File: config.mk
export PLATFORM = sky130hd
export DESIGN_NAME = log_record_scanner_unit
export DESIGN_NICKNAME = d
export VERILOG_FILES = /design/src/lrs_pkg.sv /design/src/lrs_result_fifo.sv /design/src/log_record_scanner_unit.sv
export SDC_FILE = /design/constraint.sdc
export NUM_CORES = 1
export LEC_CHECK = 0
export BUFFER_PORTS_ARGS = -buffer_cell sky130_fd_sc_hd__buf_2
export CAP_MARGIN = 10
export CORE_MARGIN = 2
export CORE_UTILIZATION = 45
export DETAILED_ROUTE_END_ITERATION = 6
export SYNTH_ARGS = -nofsm -noshare
export SYNTH_HDL_FRONTEND = slang
export SYNTH_SLANG_ARGS = --single-unit
File: constraint.sdc
create_clock -name clk_i -period 13.5 [get_ports clk_i]
set_input_delay 2.7 -clock clk_i [delete_from_list [all_inputs] [get_ports clk_i]]
set_output_delay 2.7 -clock clk_i [all_outputs]
set_load 0.02 [all_outputs]
File: src/lrs_pkg.sv
// Shared constants, result type and helper functions of the log record scanner.
package lrs_pkg;

  // Log region size in bytes; the byte at LOG_BYTES-1 always closes a scan.
  localparam int LOG_BYTES = 16384;

  localparam logic [15:0] MAGIC_WORD = 16'h4C47;
  localparam logic [31:0] FNV_BASIS  = 32'h811C9DC5;

  // Result buffer between the scanner and the output channel.
  localparam int FIFO_DEPTH = 8;
  localparam int FIFO_PTR_W = $clog2(FIFO_DEPTH);
  localparam int FIFO_CNT_W = FIFO_PTR_W + 1;

  // Result kinds.
  localparam logic KIND_RECORD = 1'b0;
  localparam logic KIND_END    = 1'b1;

  // Stop reasons carried in the status field.
  localparam logic [2:0] ST_CLEAN    = 3'd0;
  localparam logic [2:0] ST_ERASED   = 3'd1;
  localparam logic [2:0] ST_BAD_MAGIC = 3'd2;
  localparam logic [2:0] ST_BAD_LEN  = 3'd3;
  localparam logic [2:0] ST_OVERRUN  = 3'd4;
  localparam logic [2:0] ST_BAD_SUM  = 3'd5;

  // Configuration register indexes.
  localparam logic [1:0] CFG_STRICT = 2'd0;
  localparam logic [1:0] CFG_MAXLEN = 2'd1;
  localparam logic [1:0] CFG_SELECT = 2'd2;

  typedef struct packed {
    logic        kind;
    logic [2:0]  status;
    logic [10:0] idx;
    logic [15:0] len;
    logic [14:0] off;
    logic        sel;
    logic        rlast;
  } result_t;

  // One FNV-1a step; the prime 16777619 is 2^24 + 2^8 + 2^7 + 2^4 + 2^1 + 1.
  function automatic logic [31:0] fnv_step(logic [31:0] sum, logic [7:0] b);
    logic [31:0] x;
    x = sum ^ {24'b0, b};
    return (x << 24) + (x << 8) + (x << 7) + (x << 4) + (x << 1) + x;
  endfunction

  // Record span: header plus payload, rounded up to a 4-byte boundary.
  function automatic logic [16:0] span_of(logic [15:0] len);
    return ({1'b0, len} + 17'd11) & ~17'd3;
  endfunction

endpackage

File: src/lrs_result_fifo.sv
// Eight-entry result buffer that takes up to two results per cycle.
module lrs_result_fifo (
  input  logic                              clk_i,
  input  logic                              rst_ni,
  input  logic [1:0]                        push_cnt_i,
  input  lrs_pkg::result_t                  push0_i,
  input  lrs_pkg::result_t                  push1_i,
  input  logic                              pop_i,
  output lrs_pkg::result_t                  head_o,
  output logic [lrs_pkg::FIFO_CNT_W-1:0]    count_o
);

  lrs_pkg::result_t                mem_q [lrs_pkg::FIFO_DEPTH];
  logic [lrs_pkg::FIFO_PTR_W-1:0]  wr_ptr_q, wr_ptr_d, rd_ptr_q, rd_ptr_d;
  logic [lrs_pkg::FIFO_CNT_W-1:0]  cnt_q, cnt_d;
  logic [lrs_pkg::FIFO_PTR_W-1:0]  wr_ptr_nx;

  assign wr_ptr_nx = wr_ptr_q + lrs_pkg::FIFO_PTR_W'(1);
  assign wr_ptr_d  = wr_ptr_q + lrs_pkg::FIFO_PTR_W'(push_cnt_i);
  assign rd_ptr_d  = rd_ptr_q + lrs_pkg::FIFO_PTR_W'(pop_i);
  assign cnt_d     = cnt_q + lrs_pkg::FIFO_CNT_W'(push_cnt_i)
                   - lrs_pkg::FIFO_CNT_W'(pop_i);

  always_ff @(posedge clk_i) begin
    if (push_cnt_i != 2'd0) begin
      mem_q[wr_ptr_q] <= push0_i;
    end
    if (push_cnt_i == 2'd2) begin
      mem_q[wr_ptr_nx] <= push1_i;
    end
  end

  always_ff @(posedge clk_i or negedge rst_ni) begin
    if (!rst_ni) begin
      wr_ptr_q <= '0;
      rd_ptr_q <= '0;
      cnt_q    <= '0;
    end else begin
      wr_ptr_q <= wr_ptr_d;
      rd_ptr_q <= rd_ptr_d;
      cnt_q    <= cnt_d;
    end
  end

  assign head_o  = mem_q[rd_ptr_q];
  assign count_o = cnt_q;

endmodule

File: src/log_record_scanner_unit.sv
// Top level of the log record scanner: byte stage, record parser and result output.
//
// The scanner takes one log byte per beat and can accept a beat in every cycle. Each
// accepted byte is first held in an input register; in the next cycle the parser
// updates its header, checksum and offset state and writes zero, one or two results
// into an eight-entry result buffer, whose head drives the output channel, so a
// result always passes through the buffer before it appears. The output channel moves
// one result per cycle while the receiver is ready; a record completed by the closing
// byte of a region gives a record result and an end result, and only this case
// produces more results than bytes. The input is held off while the buffer, counting
// the byte in the input register, has fewer than two free entries. The FNV-1a step is
// a shift-add network that completes in the parser cycle. There is no clearing pass
// after reset. Configuration writes are always taken and act at once.
module log_record_scanner_unit (
  input  logic        clk_i,
  input  logic        rst_ni,
  // Input bytes.
  input  logic        s_axis_tvalid,
  output logic        s_axis_tready,
  input  logic [7:0]  s_axis_tdata,   // [7:0] data_byte
  input  logic        s_axis_tlast,   // last_byte
  // Results.
  output logic        m_axis_tvalid,
  input  logic        m_axis_tready,
  // [2:0] status, [13:3] record_index, [29:14] record_len, [44:30] end_offset,
  // [45] selected, [47:46] zero
  output logic [47:0] m_axis_tdata,
  output logic        m_axis_tuser,   // result_kind
  output logic        m_axis_tlast,   // run_last
  // Configuration writes.
  input  logic        cfg_valid_i,
  output logic        cfg_ready_o,
  input  logic [1:0]  cfg_index_i,
  input  logic [15:0] cfg_data_i
);

  localparam logic [1:0] PH_HEADER  = 2'd0;
  localparam logic [1:0] PH_BODY    = 2'd1;
  localparam logic [1:0] PH_STOPPED = 2'd2;

  // Configuration registers.
  logic        strict_q;
  logic [15:0] maxlen_q;
  logic [10:0] sel_q;

  // Input register.
  logic        stage_v_q;
  logic [7:0]  byte_q;
  logic        last_q;

  // Parser state.
  logic [1:0]  phase_q, phase_d;
  logic [16:0] pos_q, pos_d;
  logic [63:0] hdr_q, hdr_d;
  logic [31:0] sum_q, sum_d;
  logic [14:0] rstart_q, rstart_d;
  logic [14:0] boff_q, boff_d;
  logic [11:0] total_q, total_d;

  // Parser outputs.
  logic [1:0]        n_push;
  lrs_pkg::result_t  res0, res1, end_res;
  logic [lrs_pkg::FIFO_CNT_W-1:0] fifo_cnt;
  lrs_pkg::result_t  head;

  logic        s_accept, pop;
  logic [lrs_pkg::FIFO_CNT_W:0] fill_need;

  // Parser intermediates.
  logic        last;
  logic [63:0] hdr_new;
  logic        ended, fin, fin_ok;
  logic [2:0]  end_status;
  logic [15:0] fin_len, len_b;
  logic [31:0] fin_sum, fin_chk, sum_upd;
  logic [16:0] fin_span;

  assign cfg_ready_o = 1'b1;

  always_ff @(posedge clk_i or negedge rst_ni) begin
    if (!rst_ni) begin
      strict_q <= 1'b0;
      maxlen_q <= 16'd256;
      sel_q    <= '0;
    end else if (cfg_valid_i) begin
      unique case (cfg_index_i)
        lrs_pkg::CFG_STRICT: strict_q <= cfg_data_i[0];
        lrs_pkg::CFG_MAXLEN: maxlen_q <= cfg_data_i;
        lrs_pkg::CFG_SELECT: sel_q    <= cfg_data_i[10:0];
        default: ;
      endcase
    end
  end

  // Each byte in the input register writes at most two results next cycle.
  assign fill_need     = {1'b0, fifo_cnt} + {{(lrs_pkg::FIFO_CNT_W-1){1'b0}}, stage_v_q, 1'b0};
  assign s_axis_tready = fill_need <= (lrs_pkg::FIFO_CNT_W+1)'(lrs_pkg::FIFO_DEPTH - 2);
  assign s_accept      = s_axis_tvalid && s_axis_tready;

  always_ff @(posedge clk_i or negedge rst_ni) begin
    if (!rst_ni) begin
      stage_v_q <= 1'b0;
    end else begin
      stage_v_q <= s_accept;
    end
  end

  always_ff @(posedge clk_i) begin
    if (s_accept) begin
      byte_q <= s_axis_tdata;
      last_q <= s_axis_tlast;
    end
  end

  always_comb begin
    phase_d    = phase_q;
    pos_d      = pos_q;
    hdr_d      = hdr_q;
    sum_d      = sum_q;
    rstart_d   = rstart_q;
    boff_d     = boff_q + 15'd1;
    total_d    = total_q;
    ended      = 1'b0;
    end_status = lrs_pkg::ST_CLEAN;
    fin        = 1'b0;
    fin_ok     = 1'b0;
    fin_len    = hdr_q[31:16];
    fin_sum    = sum_q;
    fin_chk    = hdr_q[63:32];
    res0       = '0;
    res1       = '0;
    end_res    = '0;
    n_push     = 2'd0;

    // The byte at the top of the region closes the scan like a marked last byte.
    last    = last_q || (boff_q >= 15'(lrs_pkg::LOG_BYTES - 1));
    hdr_new = hdr_q | (64'(byte_q) << {pos_q[2:0], 3'b000});
    len_b   = hdr_q[31:16];
    sum_upd = lrs_pkg::fnv_step(sum_q, byte_q);

    unique case (phase_q)
      PH_HEADER: begin
        hdr_d = hdr_new;
        if (pos_q[2:0] != 3'd7) begin
          pos_d = pos_q + 17'd1;
          if (last) begin
            ended      = 1'b1;
            end_status = lrs_pkg::ST_CLEAN;
          end
        end else if (!strict_q && (hdr_new == '1)) begin
          ended      = 1'b1;
          end_status = lrs_pkg::ST_ERASED;
        end else if (hdr_new[15:0] != lrs_pkg::MAGIC_WORD) begin
          ended      = 1'b1;
          end_status = lrs_pkg::ST_BAD_MAGIC;
        end else if (strict_q && ((hdr_new[31:16] == 16'd0) || (hdr_new[31:16] > maxlen_q))) begin
          ended      = 1'b1;
          end_status = lrs_pkg::ST_BAD_LEN;
        end else if (hdr_new[31:16] == 16'd0) begin
          // An empty payload finishes the record with the header.
          fin     = 1'b1;
          fin_len = hdr_new[31:16];
          fin_chk = hdr_new[63:32];
        end else if (last) begin
          ended      = 1'b1;
          end_status = lrs_pkg::ST_OVERRUN;
        end else begin
          phase_d = PH_BODY;
          pos_d   = 17'd8;
        end
      end
      PH_BODY: begin
        // Padding bytes past the payload leave the checksum alone.
        if (pos_q < (17'd8 + {1'b0, len_b})) begin
          sum_d = sum_upd;
        end
        fin_sum = sum_d;
        if ((pos_q + 17'd1) >= lrs_pkg::span_of(len_b)) begin
          fin = 1'b1;
        end else begin
          pos_d = pos_q + 17'd1;
          if (last) begin
            ended      = 1'b1;
            end_status = lrs_pkg::ST_OVERRUN;
          end
        end
      end
      default: begin
        // Stopped: bytes are dropped until the region closes.
        boff_d = boff_q + 15'd1;
      end
    endcase

    fin_span = lrs_pkg::span_of(fin_len);
    if (fin) begin
      if (fin_sum != fin_chk) begin
        ended      = 1'b1;
        end_status = lrs_pkg::ST_BAD_SUM;
      end else begin
        fin_ok     = 1'b1;
        res0.kind  = lrs_pkg::KIND_RECORD;
        res0.status = lrs_pkg::ST_CLEAN;
        res0.idx   = total_q[10:0];
        res0.len   = fin_len;
        res0.off   = rstart_q + fin_span[14:0];
        res0.sel   = total_q[10:0] == sel_q;
        rstart_d   = rstart_q + fin_span[14:0];
        total_d    = (total_q != 12'hFFF) ? total_q + 12'd1 : total_q;
        phase_d    = PH_HEADER;
        pos_d      = '0;
        hdr_d      = '0;
        sum_d      = lrs_pkg::FNV_BASIS;
        if (last) begin
          // A record closed by the last byte is followed by a clean end.
          ended      = 1'b1;
          end_status = lrs_pkg::ST_CLEAN;
        end
      end
    end

    // End results report the state after any record finished by this byte.
    end_res.kind   = lrs_pkg::KIND_END;
    end_res.status = end_status;
    end_res.idx    = total_d[10:0];
    end_res.len    = '0;
    end_res.off    = rstart_d;
    end_res.sel    = 1'b0;
    end_res.rlast  = 1'b1;

    if (phase_q != PH_STOPPED) begin
      if (fin_ok && ended) begin
        res1   = end_res;
        n_push = 2'd2;
      end else if (fin_ok) begin
        res0.rlast = 1'b1;
        n_push     = 2'd1;
      end else if (ended) begin
        res0   = end_res;
        n_push = 2'd1;
      end
      if (ended && !last) begin
        phase_d = PH_STOPPED;
      end
    end

    // Closing the region rearms a fresh scan; a closing byte always ends a scan.
    if (last) begin
      phase_d  = PH_HEADER;
      pos_d    = '0;
      hdr_d    = '0;
      sum_d    = lrs_pkg::FNV_BASIS;
      rstart_d = '0;
      boff_d   = '0;
      total_d  = '0;
    end

    if (!stage_v_q) begin
      phase_d  = phase_q;
      pos_d    = pos_q;
      hdr_d    = hdr_q;
      sum_d    = sum_q;
      rstart_d = rstart_q;
      boff_d   = boff_q;
      total_d  = total_q;
      n_push   = 2'd0;
    end
  end

  always_ff @(posedge clk_i or negedge rst_ni) begin
    if (!rst_ni) begin
      phase_q  <= PH_HEADER;
      pos_q    <= '0;
      hdr_q    <= '0;
      sum_q    <= lrs_pkg::FNV_BASIS;
      rstart_q <= '0;
      boff_q   <= '0;
      total_q  <= '0;
    end else begin
      phase_q  <= phase_d;
      pos_q    <= pos_d;
      hdr_q    <= hdr_d;
      sum_q    <= sum_d;
      rstart_q <= rstart_d;
      boff_q   <= boff_d;
      total_q  <= total_d;
    end
  end

  lrs_result_fifo u_result_fifo (
    .clk_i      (clk_i),
    .rst_ni     (rst_ni),
    .push_cnt_i (n_push),
    .push0_i    (res0),
    .push1_i    (res1),
    .pop_i      (pop),
    .head_o     (head),
    .count_o    (fifo_cnt)
  );

  assign m_axis_tvalid = fifo_cnt != '0;
  assign pop           = m_axis_tvalid && m_axis_tready;
  assign m_axis_tdata  = {2'b00, head.sel, head.off, head.len, head.idx, head.status};
  assign m_axis_tuser  = head.kind;
  assign m_axis_tlast  = head.rlast;

  // The buffer never holds more than its depth.
  a_fifo_bound: assert property (@(posedge clk_i) disable iff (!rst_ni)
    fifo_cnt <= lrs_pkg::FIFO_CNT_W'(lrs_pkg::FIFO_DEPTH))
    else $error("result buffer overfilled");

  // A stopped scan drops bytes without results.
  a_stopped_silent: assert property (@(posedge clk_i) disable iff (!rst_ni)
    (stage_v_q && (phase_q == PH_STOPPED)) |-> (n_push == 2'd0))
    else $error("result from a stopped scan");

  // A pair of results is a record followed by a clean end that closes the beat group.
  a_pair_shape: assert property (@(posedge clk_i) disable iff (!rst_ni)
    (n_push == 2'd2) |-> ((res0.kind == lrs_pkg::KIND_RECORD) && !res0.rlast
                          && (res1.kind == lrs_pkg::KIND_END) && res1.rlast
                          && (res1.status == lrs_pkg::ST_CLEAN)))
    else $error("malformed result pair");

  // The payload phase always starts past the header.
  a_body_pos: assert property (@(posedge clk_i) disable iff (!rst_ni)
    (phase_q == PH_BODY) |-> (pos_q >= 17'd8))
    else $error("payload position inside header");

endmodule

==> results by group <==
Timing
  • RSZ-0062 raised after global routing: false
  • Final count of hold timing violations: 0
  • Post-layout min period: about 11 ns
  • Final Cycle Share: between 80 and 90%
  • Endpoints failing setup: 0
  • Setup tns final: 0 ns
  • Slew HR: 17.7%
  • FMAX: about 0.090 GHz
  • Post-Route Skew: ~0.073 ns
  • Max Slew Vio Count: 0
  • Worst slew pin tran: between 1 and 1.5 ns
  • Hold WS: about 0.45 ns

Detailed routing
  • Initial DRT Pass Iterations: 6
  • Final Routed Wirelength: between 100,000 and 150,000 µm
  • Total number of vias: around 29,000
  • Vias per cell: between 6 and 7
  • WL/cell: 24.8 µm
  • Post-route ant nets: 0
  • DR DRC count: 0
  • DR iter-0 viols: 3,311

Clocking
  • CTS sink cnt: 579
  • CTS tree: built
  • Setup Buffers After CTS: 0
  • CTS H-tree depth: 2
  • Root buffer cell: clkbuf_16
  • Post-CTS sizing: 0
  • Worst skew pair latency: just under 0.7 ns
  • Bufs on Longest Clock Path: 3
  • Hold Buf Count CTS: 0
  • Total CTS buffers: ~60
  • Clk slew on worst S/H paths: approximately 0.06 ns

Logic synthesis
  • Yosys top cell area share: between 20% and 30%
  • Register area share after synthesis: between 40% and 50%
  • Area contributors post-synth: edfxtp_1 (21%), dfrtp_1 (13%), dfxtp_1 (7.6%)
  • Syn Std Cell Area: between 0.03 and 0.04 mm²
  • Ys async rst share: between 30% and 40%
  • Yosys cell types: between 90 and 100
  • Largest area contributor in the netlist: edfxtp_1
  • Seq cells post-synth: between 500 and 600
  • Post-synthesis cell count: 3,611
  • Total of warnings raised by yosys: 0
  • Most used DFF post-synth: edfxtp_1
  • Mean Syn Cell Area: around 9.9 µm²
  • Post-synth EDFFs: 249

Placement
  • Cells after DPL: 4,582
  • GPL Wtd Cong: roughly 0.94
  • Post-DP HPWL: between 80,000 and 90,000 µm
  • Port Buf Inserts: between 80 and 90

GRT
  • Met3 usage: 3.67%
  • Global-route wire length before repair: between 150,000 and 200,000 µm
  • GRT overflow: 0
  • Busiest grt layer: met2
  • Overall routing resource usage: around 28%
  • Met2 Resource Use GR: between 40 and 50%
  • Vias in the first global route: about 28,000
  • M1 GR Usage: approximately two fifths
  • Initial antenna violation count: 3
  • Largest net degree at the start of global routing: between 90 and 100

Die
  • Num rows: approximately 100
  • Core area: ~0.079 mm²
  • Die Wd: around 290 µm
  • Die Ht: approximately 290 µm
  • Ports: 85
  • Die area: between 0.08 and 0.09 mm²
  • Starting Density: 45.3%

Setup path
  • WP data required: roughly 14 ns
  • Worst path depth: 29
  • Worst Reg2Reg Path Length in Cells: 29
  • Max stage delay on crit path: just over 0.8 ns
  • Critical-path top delay cell: a2111oi_0
  • Crit path DAT: about 11 ns
  • CP top delay family: simple AND/OR/NAND/NOR gates
  • R2R setup slack: 2.41 ns
  • CP Class: reg2reg
  • Buffers and inverters on the worst path: 5
  • Crit path launch type: flip-flop
  • Crit Path Max Fanout: 30
  • CP endpoint kind: flip-flop

Layout
  • Fin nets: just under 4,000
  • Commonest non-fill, non-tap cell in the layout: nand2_1
  • FILL cells: around 7,400
  • Synth-to-Final Area Change: 9.76%
  • # diodes: 0
  • Most frequent cells in the layout: nand2_1 (404), a21oi_1 (350), o21ai_0 (282)
  • Share of cells above drive strength 1: approximately 14%
  • Non-Filler Instances: about 4,700

Pwr
  • Total power per unit cell area: 193 mW/mm²
  • Leak: ~0.015 µW
  • Worst vdd ir: 0.134 mV
  • Total power: about 7500 µW

Worst hold path
  • Hold Crit Depth: 2
  • Min-delay worst type: reg2reg

Run status
  • Status: completed

Run
  • Max Cap Viol: 0
[worst reg2reg max path, delay by kind of cell, from the launching register on]
family          cells  cell delay [ns]
fa+ha+maj           5             2.17
xor+xnor            2             0.78
flops               1             0.62
compound gates      6             1.98
buf+inv             5             1.63
simple gates       11             3.56
[routing by layer]
metal / wire (µm) / vias up
met1: 50100 / 14297
met2: 52600 / 1495
met4: 3080 / 2
li1: - / 12954
met3: 10400 / 200
met5: 11 / -
[cells in the mapped netlist (28+ instances only)]
cell,instances
nand2_1,404
a21oi_1,353
o21ai_0,283
nor2_1,250
edfxtp_1,249
inv_1,207
dfrtp_1,179
clkbuf_1,176
ha_1,142
dfxtp_1,136
mux4_2,94
xnor2_1,89
fa_1,84
nor3_1,84
mux2_2,83
nand3_1,79
a21o_1,67
xor2_1,51
a31oi_1,35
o2bb2ai_1,33
buf_1,29
and3_1,28
[sequential cells by signal, summed over array words and instances, names as in the netlist, 4 cells and up]
| signal | count |
|---|---|
| rstart_q | 13 |
| byte_q | 8 |
| maxlen_q | 16 |
| sel_q | 11 |
| boff_q | 15 |
| sum_q | 32 |
| u_result_fifo.count_o | 4 |
| total_q | 12 |
| u_result_fifo.mem_q | 376 |
| pos_q | 17 |
| hdr_q | 64 |
[final cells by class]
cell class              count  area (µm²)  area share (%)
clock inverters            19         258           0.658
inverters                 210         788            2.01
multi-input cells        2586       18900            48.2
flip-flops and latches    579       15100            38.5
clock buffers              95        1870            4.77
repair buffers            157         985            2.52
well taps                1050        1310            3.36
[power by group]
part	switching, µW	internal, µW
registers	256	1970
logic	2210	1340
clock network	756	1010
[logic make-up (layout without fill, tap and decap cells)]
group | count (synthesis) | after routing | share of synthesized area (%)
xor+xnor | 140 | 140 | 3.44
compound gates | 980 | 980 | 16.5
other cells | 2 | 11 | 0.0211
simple gates | 1027 | 1027 | 13.6
fa+ha+maj | 226 | 226 | 9.70
flops | 579 | 579 | 42.3
mux | 202 | 202 | 9.27
buf+inv | 455 | 481 | 5.13
[stage by stage]
step           worst slack, ns  utilization (%)  area, µm²
3_3_place_gp              3.05             47.0      37000
6_report                  2.41             49.7      39100
2_1_floorplan             4.83                -      35700
5_1_grt                   2.04             49.7      39100
4_1_cts                   2.77             49.7      39100
3_5_place_dp              2.87             47.0      37000
[path summary, 6_finish.rpt]
| path | from | end |
|---|---|---|
| setup / recovery | byte_q[1] | u_result_fifo.mem_q[6][41] |
| hold / removal | u_result_fifo.mem_q[4][18] | u_result_fifo.mem_q[4][18] |
| setup reg to reg | byte_q[1] | u_result_fifo.mem_q[6][41] |
| hold reg to reg | u_result_fifo.mem_q[4][18] | u_result_fifo.mem_q[4][18] |
| max in group asynchronous | rst_ni | sum_q[27] |
| min in group asynchronous | rst_ni | boff_q[8] |
Power figures use the tool's default switching activity.
